`src/rtl/core/iff_pkg.sv`:
```
`timescale 1ns / 1ps
package iff_pkg;

  localparam int unsigned ValueW = 64;
  localparam int unsigned DigMax = 20;
  localparam int unsigned DigW   = 5;

  typedef enum logic [1:0] {
    REQ_SDEC = 2'd0,
    REQ_UDEC = 2'd1,
    REQ_HEX  = 2'd2,
    REQ_HEX3 = 2'd3
  } req_type_e;

  typedef enum logic [1:0] {
    PAD_LEFT  = 2'd0,
    PAD_RIGHT = 2'd1,
    PAD_ZERO  = 2'd2,
    PAD_LEFT3 = 2'd3
  } pad_mode_e;

  // classified item handed from the front to the back end
  typedef struct packed {
    logic              is_hex;
    logic              neg;
    logic [ValueW-1:0] mag;
    logic [1:0]        pad_mode;
    logic [3:0]        width;
  } job_t;

  typedef enum logic [2:0] {
    ST_IDLE,
    ST_CONV,
    ST_PAD_L,
    ST_SIGN,
    ST_ZERO,
    ST_DIG,
    ST_PAD_R
  } back_state_e;

  typedef struct packed {
    logic [7:0] ch;
    logic       last;
  } char_t;

  localparam logic [7:0] ChSpace = 8'd32;
  localparam logic [7:0] ChMinus = 8'd45;
  localparam logic [7:0] ChZero  = 8'd48;

  function automatic logic [7:0] hex_char(input logic [3:0] d);
    logic [7:0] r;
    begin
      if (d < 4'd10) r = ChZero + {4'd0, d};
      else r = 8'd87 + {4'd0, d};
      return r;
    end
  endfunction

endpackage

```
`src/rtl/core/iff_front.sv`:
```
`timescale 1ns / 1ps
module iff_front #(
  parameter int unsigned WIDTH_LIMIT = 9
) (
  input  logic             clk_i,
  input  logic             rst_ni,
  input  logic             push_i,
  output logic             full_o,
  input  logic [1:0]       req_type_i,
  input  logic [63:0]      value_i,
  input  logic [1:0]       pad_mode_i,
  input  logic [3:0]       min_width_i,
  output logic             job_valid_o,
  input  logic             job_take_i,
  output iff_pkg::job_t    job_o
);

  localparam logic [3:0] Lim = 4'(WIDTH_LIMIT > 15 ? 15 : WIDTH_LIMIT);

  // two-entry queue between front and back
  iff_pkg::job_t q_q [2];
  logic          rd_q, wr_q;
  logic [1:0]    cnt_q;
  iff_pkg::job_t job_d;
  logic          acc;

  always_comb begin
    job_d.is_hex   = req_type_i[1];
    job_d.neg      = (req_type_i == iff_pkg::REQ_SDEC) && value_i[63];
    job_d.mag      = job_d.neg ? (64'd0 - value_i) : value_i;
    job_d.pad_mode = pad_mode_i;
    job_d.width    = (min_width_i > Lim) ? Lim : min_width_i;
  end

  assign full_o      = cnt_q[1];
  assign acc         = push_i && !full_o;
  assign job_valid_o = cnt_q != 2'd0;
  assign job_o       = q_q[rd_q];

  always_ff @(posedge clk_i) begin
    if (acc) q_q[wr_q] <= job_d;
  end

  always_ff @(posedge clk_i or negedge rst_ni) begin
    if (!rst_ni) begin
      rd_q <= 1'b0; wr_q <= 1'b0; cnt_q <= 2'd0;
    end else begin
      if (acc) wr_q <= ~wr_q;
      if (job_take_i && job_valid_o) rd_q <= ~rd_q;
      cnt_q <= cnt_q + 2'(acc) - 2'(job_take_i && job_valid_o);
    end
  end

`ifndef ASSERT_OFF
  a_cnt_max: assert property (@(posedge clk_i) disable iff (!rst_ni) cnt_q <= 2'd2)
    else $error("queue overflow");
  a_no_take_empty: assert property (@(posedge clk_i) disable iff (!rst_ni)
    job_take_i |-> job_valid_o) else $error("take from empty queue");
  a_width_sat: assert property (@(posedge clk_i) disable iff (!rst_ni)
    job_valid_o |-> job_o.width <= Lim) else $error("width not saturated");
`endif

endmodule

```
`src/rtl/core/iff_back.sv`:
```
`timescale 1ns / 1ps
module iff_back (
  input  logic          clk_i,
  input  logic          rst_ni,
  input  logic          job_valid_i,
  output logic          job_take_o,
  input  iff_pkg::job_t job_i,
  output logic          empty_o,
  input  logic          pop_i,
  output logic [7:0]    char_out_o,
  output logic          last_char_o
);

  localparam logic [63:0] Recip10 = 64'hCCCC_CCCC_CCCC_CCCD;
  localparam logic [2:0]  PhStep  = 3'd4;

  iff_pkg::back_state_e st_q, st_d;
  logic [63:0] mag_q, mag_d;
  logic [3:0]  dig_q [iff_pkg::DigMax];
  logic [iff_pkg::DigW-1:0] nd_q, nd_d, idx_q, idx_d;
  logic [iff_pkg::DigW-1:0] pad_q, pad_d;
  logic        neg_q, hex_q;
  logic [1:0]  pm_q;
  logic [3:0]  w_q;
  logic        ov_q;
  iff_pkg::char_t ob_q, ob_d;
  logic        ld, emit, dig_we, fire;
  logic [2:0]   ph_q, ph_d;
  logic [127:0] acc_q, acc_d;
  logic [31:0]  mul_a, mul_b;
  logic [63:0]  pp;
  logic [127:0] pp_sh;
  logic [63:0] quo;
  logic [3:0]  rem;
  logic [4:0]  tl;

  // mag / 10 by reciprocal multiply, one 32x32 partial product per cycle;
  // the partial products are accumulated in acc_q, then the digit is written and the value stepped
  always_comb begin
    mul_a = ph_q[0] ? mag_q[63:32] : mag_q[31:0];
    mul_b = ph_q[1] ? Recip10[63:32] : Recip10[31:0];
    pp    = {32'd0, mul_a} * {32'd0, mul_b};
    if (ph_q[0] && ph_q[1]) pp_sh = {pp, 64'd0};
    else if (ph_q[0] || ph_q[1]) pp_sh = {32'd0, pp, 32'd0};
    else pp_sh = {64'd0, pp};
    quo = {3'd0, acc_q[127:67]};
    // remainder is below ten, so the low four bits of mag - quo*10 suffice
    rem = mag_q[3:0] - ({quo[0], 3'd0} + {quo[2:0], 1'b0});
  end

  assign tl = nd_q + 5'(neg_q);
  assign empty_o     = !ov_q;
  assign char_out_o  = ob_q.ch;
  assign last_char_o = ob_q.last;
  assign fire = !ov_q || pop_i;

  always_ff @(posedge clk_i) begin
    if (ld) begin
      mag_q <= job_i.mag; neg_q <= job_i.neg; hex_q <= job_i.is_hex;
      pm_q <= job_i.pad_mode; w_q <= job_i.width;
    end else begin
      mag_q <= mag_d;
    end
    if (dig_we) dig_q[nd_q] <= hex_q ? mag_q[3:0] : rem;
    nd_q <= nd_d; idx_q <= idx_d; pad_q <= pad_d;
    ph_q <= ph_d; acc_q <= acc_d;
    if (emit) ob_q <= ob_d;
  end

  always_ff @(posedge clk_i or negedge rst_ni) begin
    if (!rst_ni) begin
      st_q <= iff_pkg::ST_IDLE; ov_q <= 1'b0;
    end else begin
      st_q <= st_d;
      if (emit) ov_q <= 1'b1;
      else if (pop_i) ov_q <= 1'b0;
    end
  end

  always_comb begin
    st_d = st_q; mag_d = mag_q; nd_d = nd_q; idx_d = idx_q; pad_d = pad_q;
    ph_d = ph_q; acc_d = acc_q;
    ld = 1'b0; job_take_o = 1'b0; dig_we = 1'b0; emit = 1'b0;
    ob_d = '0;
    case (st_q)
      iff_pkg::ST_IDLE: begin
        if (job_valid_i) begin
          ld = 1'b1; job_take_o = 1'b1; nd_d = '0; st_d = iff_pkg::ST_CONV;
          ph_d = '0; acc_d = '0;
        end
      end
      iff_pkg::ST_CONV: begin
        if (!hex_q && ph_q != PhStep) begin
          acc_d = acc_q + pp_sh;
          ph_d  = ph_q + 3'd1;
        end else begin
          dig_we = 1'b1;
          nd_d = nd_q + 5'd1;
          ph_d = '0;
          acc_d = '0;
          if (hex_q) mag_d = {4'd0, mag_q[63:4]};
          else mag_d = quo;
          // hex stops on even digit count with remaining value zero
          if (hex_q ? (nd_q[0] && mag_d == 64'd0) : (quo == 64'd0)) begin
            idx_d = nd_q;
            pad_d = ({1'b0, w_q} > (nd_q + 5'd1 + 5'(neg_q)))
                  ? 5'({1'b0, w_q} - (nd_q + 5'd1 + 5'(neg_q))) : 5'd0;
            case (pm_q)
              iff_pkg::PAD_RIGHT, iff_pkg::PAD_ZERO: st_d = iff_pkg::ST_SIGN;
              default: st_d = iff_pkg::ST_PAD_L;
            endcase
          end
        end
      end
      iff_pkg::ST_PAD_L: begin
        if (pad_q == 5'd0) st_d = iff_pkg::ST_SIGN;
        else if (fire) begin
          emit = 1'b1; ob_d.ch = iff_pkg::ChSpace; pad_d = pad_q - 5'd1;
        end
      end
      iff_pkg::ST_SIGN: begin
        if (!neg_q) st_d = (pm_q == iff_pkg::PAD_ZERO) ? iff_pkg::ST_ZERO
                                                     : iff_pkg::ST_DIG;
        else if (fire) begin
          emit = 1'b1; ob_d.ch = iff_pkg::ChMinus;
          st_d = (pm_q == iff_pkg::PAD_ZERO) ? iff_pkg::ST_ZERO : iff_pkg::ST_DIG;
        end
      end
      iff_pkg::ST_ZERO: begin
        if (pad_q == 5'd0) st_d = iff_pkg::ST_DIG;
        else if (fire) begin
          emit = 1'b1; ob_d.ch = iff_pkg::ChZero; pad_d = pad_q - 5'd1;
        end
      end
      iff_pkg::ST_DIG: begin
        if (fire) begin
          emit = 1'b1; ob_d.ch = iff_pkg::hex_char(dig_q[idx_q]);
          if (idx_q == 5'd0) begin
            if (pm_q == iff_pkg::PAD_RIGHT && pad_q != 5'd0) begin
              st_d = iff_pkg::ST_PAD_R;
            end else begin
              ob_d.last = 1'b1; st_d = iff_pkg::ST_IDLE;
            end
          end else idx_d = idx_q - 5'd1;
        end
      end
      iff_pkg::ST_PAD_R: begin
        if (fire) begin
          emit = 1'b1; ob_d.ch = iff_pkg::ChSpace; pad_d = pad_q - 5'd1;
          if (pad_q == 5'd1) begin
            ob_d.last = 1'b1; st_d = iff_pkg::ST_IDLE;
          end
        end
      end
      default: st_d = iff_pkg::ST_IDLE;
    endcase
  end

`ifndef ASSERT_OFF
  a_no_overwrite: assert property (@(posedge clk_i) disable iff (!rst_ni)
    emit |-> (!ov_q || pop_i)) else $error("output overwritten");
  a_len: assert property (@(posedge clk_i) disable iff (!rst_ni)
    st_q == iff_pkg::ST_CONV |-> nd_q < 5'd20) else $error("digit overflow");
  a_last_idle: assert property (@(posedge clk_i) disable iff (!rst_ni)
    (emit && ob_d.last) |=> st_q == iff_pkg::ST_IDLE) else $error("last mismatch");
  a_tl: assert property (@(posedge clk_i) disable iff (!rst_ni)
    st_q == iff_pkg::ST_DIG |-> tl != 5'd0) else $error("empty text");
`endif

endmodule

```
`src/rtl/core/integer_field_formatter_unit.sv`:
```
// Conversion: with the back end idle, an accepted item is converted in full
// (decimal digits by reciprocal multiply, hex digits by shifting) before its
// first character. Throughput: at most one character per cycle while the
// receiver pops; the next item is taken only after the current one's last char.
// Reset: asynchronous active low; clears queue, state and output valid flag.
`timescale 1ns / 1ps
module integer_field_formatter_unit #(
  parameter int unsigned WIDTH_LIMIT = 9
) (
  input  logic        clk_i,
  input  logic        rst_ni,
  input  logic        push,
  output logic        full,
  input  logic [1:0]  req_type_i,
  input  logic [63:0] value_i,
  input  logic [1:0]  pad_mode_i,
  input  logic [3:0]  min_width_i,
  output logic        empty,
  input  logic        pop,
  output logic [7:0]  char_out_o,
  output logic        last_char_o
);

  logic          jv, jt;
  iff_pkg::job_t job;

  iff_front #(.WIDTH_LIMIT(WIDTH_LIMIT)) u_front (
    .clk_i, .rst_ni, .push_i(push), .full_o(full), .req_type_i, .value_i,
    .pad_mode_i, .min_width_i, .job_valid_o(jv), .job_take_i(jt), .job_o(job)
  );

  iff_back u_back (
    .clk_i, .rst_ni, .job_valid_i(jv), .job_take_o(jt), .job_i(job),
    .empty_o(empty), .pop_i(pop), .char_out_o, .last_char_o
  );

endmodule

```
`config.mk`:
```
export PLATFORM = sky130hd
export DESIGN_NAME = integer_field_formatter_unit
export DESIGN_NICKNAME = d
export VERILOG_FILES = /design/src/rtl/core/iff_pkg.sv /design/src/rtl/core/iff_front.sv /design/src/rtl/core/iff_back.sv /design/src/rtl/core/integer_field_formatter_unit.sv
export SDC_FILE = /design/constraint.sdc
export NUM_CORES = 2
export LEC_CHECK = 0
export BUFFER_PORTS_ARGS = -buffer_cell sky130_fd_sc_hd__buf_2
export CAP_MARGIN = 10
export CORE_MARGIN = 10
export CORE_UTILIZATION = 42
export DETAILED_ROUTE_END_ITERATION = 10
export SLEW_MARGIN = 0
export SYNTH_ARGS = -nofsm -noshare
export SYNTH_HDL_FRONTEND = slang
export SYNTH_HIERARCHICAL = 1
export SYNTH_SLANG_ARGS = --single-unit
```
`constraint.sdc`:
```
create_clock -name clk_i -period 24.6 [get_ports clk_i]
set_input_delay 2.46 -clock clk_i [delete_from_list [all_inputs] [get_ports clk_i]]
set_output_delay 2.46 -clock clk_i [all_outputs]
set_load 0.02 [all_outputs]
```
==> flow_metrics.py <==
metrics = {
    "die": {
        "ios": 87,
        "fp.dieH_um": 359,
        "die-width_um": 359,
        "die_area_mm2": 0.129,
        "core.rowCount": 124,
        "start_util_pct": 42.3,
        "core_mm2": 0.114,
    },
    "logic_synthesis": {
        "synth.distinct_cells": 98,
        "syn_avg_cell_area_um2": 9.75,
        "yosys_warnings": 6,
        "synth.top_cell.area_share_pct": 28.0,
        "synth_ff_type": "edfxtp_1",
        "synth_commonest_cells": "inv_1 (721), ha_1 (497), edfxtp_1 (450)",
        "synthMostInstantiatedCell": "inv_1",
        "synthCells": 4951,
        "synth_nets": 5913,
        "async_flop_share_pct": 1.73,
        "synthesis.area_mm2": 0.0483,
        "ys_ff_latch": 463,
        "ys_top_cells_by_area": "edfxtp_1 (28%), fa_1 (16%), ha_1 (13%)",
        "yosysTopAreaCell": "edfxtp_1",
        "seq_area_frac_synth_pct": 28.6,
        "synth-edff-count": 450,
    },
    "timing": {
        "max_slew.worst_pin.slew_ns": 1.15,
        "fin_crit_sh_pct": 57.9,
        "setup_viol": 0,
        "final_hold_viol_count": 0,
        "setup_tns_ns": 0,
        "rsz0062_at_grt": "no",
        "slew_violations": 0,
        "fin_skew_ns": 0.0443,
        "hold_slack_ns": 0.515,
        "clock.fmax_mhz": 70.2,
        "relSlewSlack_pct": 22.8,
        "fin_crit_ns": 14.25,
    },
    "grt": {
        "met1_usage_pct": 32.6,
        "grt_pass1_vias": 37200,
        "grt_overflow": 0,
        "track_usage_pct": 24.3,
        "antenna_found_initial": 3,
        "gr-usage-met2_pct": 38.8,
        "gr-max-usage-layer": "met2",
        "globalRouteMet3Util_pct": 4.20,
        "grt_pass1_wl_mm": 241,
        "grt_max_degree": 113,
    },
    "critical_path": {
        "worstSetupPathType": "reg -> reg",
        "r2r_end": "u_back/acc_q[127]",
        "crit_family": "adder cells",
        "cpMostUsedCell": "fa_1",
        "crit_path_start_kind": "flip-flop",
        "slowest_delay_ns": 0.89,
        "cp_num_buf_inv": 4,
        "endpoint_kind": "flip-flop",
        "worstPathRequired_ns": 24.98,
        "crit_arrival_ns": 14.63,
        "critPathSlowestCell": "edfxtp_1",
        "reg2reg_setup_slack_ns": 10.35,
        "worstRegToRegCells": 40,
        "r2r_start": "u_back/ph_q[0]",
        "cp_max_fo": 20,
    },
    "clocking": {
        "ctsHtreeMaxLevel": 2,
        "tritoncts": "built",
        "root_buffer": "clkbuf_16",
        "post_cts_buffers": 0,
        "cts.clk_slew.worst_paths_ns": 0.06,
        "post_cts_resized": 0,
        "cts_buffers": 52,
        "cts.sinks": 463,
        "clk_latency_ns": 0.66,
        "clk_path_buf_depth": 3,
        "ctsHoldBuffers": 0,
    },
    "hold_path": {
        "min_to": "u_front/cnt_q[0]",
        "hp-class": "reg -> reg",
        "hold_depth": 1,
        "holdCritStartpoint": "u_front/cnt_q[0]",
    },
    "routing": {
        "vias": 37100,
        "routed_via_density": 5.73,
        "antenna_left": 0,
        "wl_per_cell_um": 24.9,
        "dr.pass1.iters": 8,
        "drcViolationCount": 0,
        "drt_iter0_drc": 4054,
        "wl_mm": 161,
    },
    "cells_and_area": {
        "drive_gt1_share_pct": 7.55,
        "num-nets-final": 5885,
        "n_fill_cell": 11000,
        "syn2layout_area_growth_pct": 7.28,
        "final_area_mm2": 0.0518,
    },
    "status": {
        "status": "completed",
    },
    "place": {
        "io_buffers": 85,
        "place_area_mm2": 0.0501,
        "place_hpwl_mm": 132,
        "gp_congestion": 1.01,
    },
    "job": {
        "drv_cap": 0,
    },
}
[final cells by class]
type	instances	area [um2]	area share, %
inverter	724	2720	5.25
antenna	1	2.50	0.00483
timing repair buffer	116	658	1.27
clock inverter	33	345	0.667
tap	1512	1890	3.65
clock buffer	63	1340	2.59
multi-input combinational	3566	31000	59.9
sequential	463	13800	26.7
[cell families (layout without fill, tap and decap cells)]
logic type | after synthesis | count (layout) | share of synthesized area (%)
and+or+nand+nor | 1185 | 1185 | 11.7
AOI/OAI and AO/OA | 967 | 967 | 12.4
buffers and inverters | 922 | 936 | 7.25
adders and majority gates | 886 | 886 | 29.0
DFF | 463 | 463 | 28.6
xor gates and xnor gates | 318 | 318 | 5.77
muxes | 209 | 209 | 5.21
other | 1 | 2 | 0.00777
[worst max path at each step]
stage	from	endpoint	slack (ns)	cells past startpoint
after detailed placement	u_back/ph_q[0]	u_back/acc_q[127]	10.66	40
after global routing	u_back/ph_q[0]	u_back/acc_q[127]	9.92	40
after CTS	u_back/ph_q[0]	u_back/acc_q[127]	10.62	40
after floorplan	u_back/ph_q[0]	u_back/acc_q[126]	13.12	42
after global placement	u_back/ph_q[0]	u_back/acc_q[127]	10.79	40
final	u_back/ph_q[0]	u_back/acc_q[127]	10.35	40
[registers in the layout, indices dropped and copies added, names as in the netlist, 4 cells and up, named ones only]
| name | count |
|---|---|
| u_front/q_q | 144 |
| u_back/acc_q | 128 |
| u_back/dig_q | 80 |
| u_back/mag_q | 64 |
| u_back/char_out_o | 7 |
| u_back/idx_q | 5 |
| u_back/nd_q | 5 |
| u_back/pad_q | 5 |
| u_back/w_q | 4 |
[cell usage in the layout (no fill, tap or decap), types with 85 or more instances in the layout]
cell type and instances:
a21oi_1 312, ha_1 495, mux2i_1 87, o21ai_0 227, inv_1 721, nor2_1 356
a21o_1 110, mux2_2 98, buf_2 85, xnor2_1 186, nand2_1 344, fa_1 389
edfxtp_1 450, xor2_1 132
[metrics by stage]
step | util [%] | cells | worst slack [ns]
after floorplan | - | 4951 | 13.12
after global placement | 43.9 | 6380 | 10.79
after detailed placement | 43.9 | 6380 | 10.66
after CTS | 45.4 | 6476 | 10.62
after global routing | 45.4 | 6477 | 9.92
final | 45.4 | 6478 | 10.35
[per-layer routing]
layer | wire, um | part of all wire, % | vias up
li1 | - | - | 17000
met1 | 67800 | 42 | 18300
met2 | 73400 | 46 | 1549
met3 | 12400 | 7.7 | 298
met4 | 7460 | 4.6 | 2
met5 | 13 | 0.0081 | -
Power is left out: the tool's default activity adds up to more than one toggle a clock period on the data nets, which glitch-free logic cannot reach.
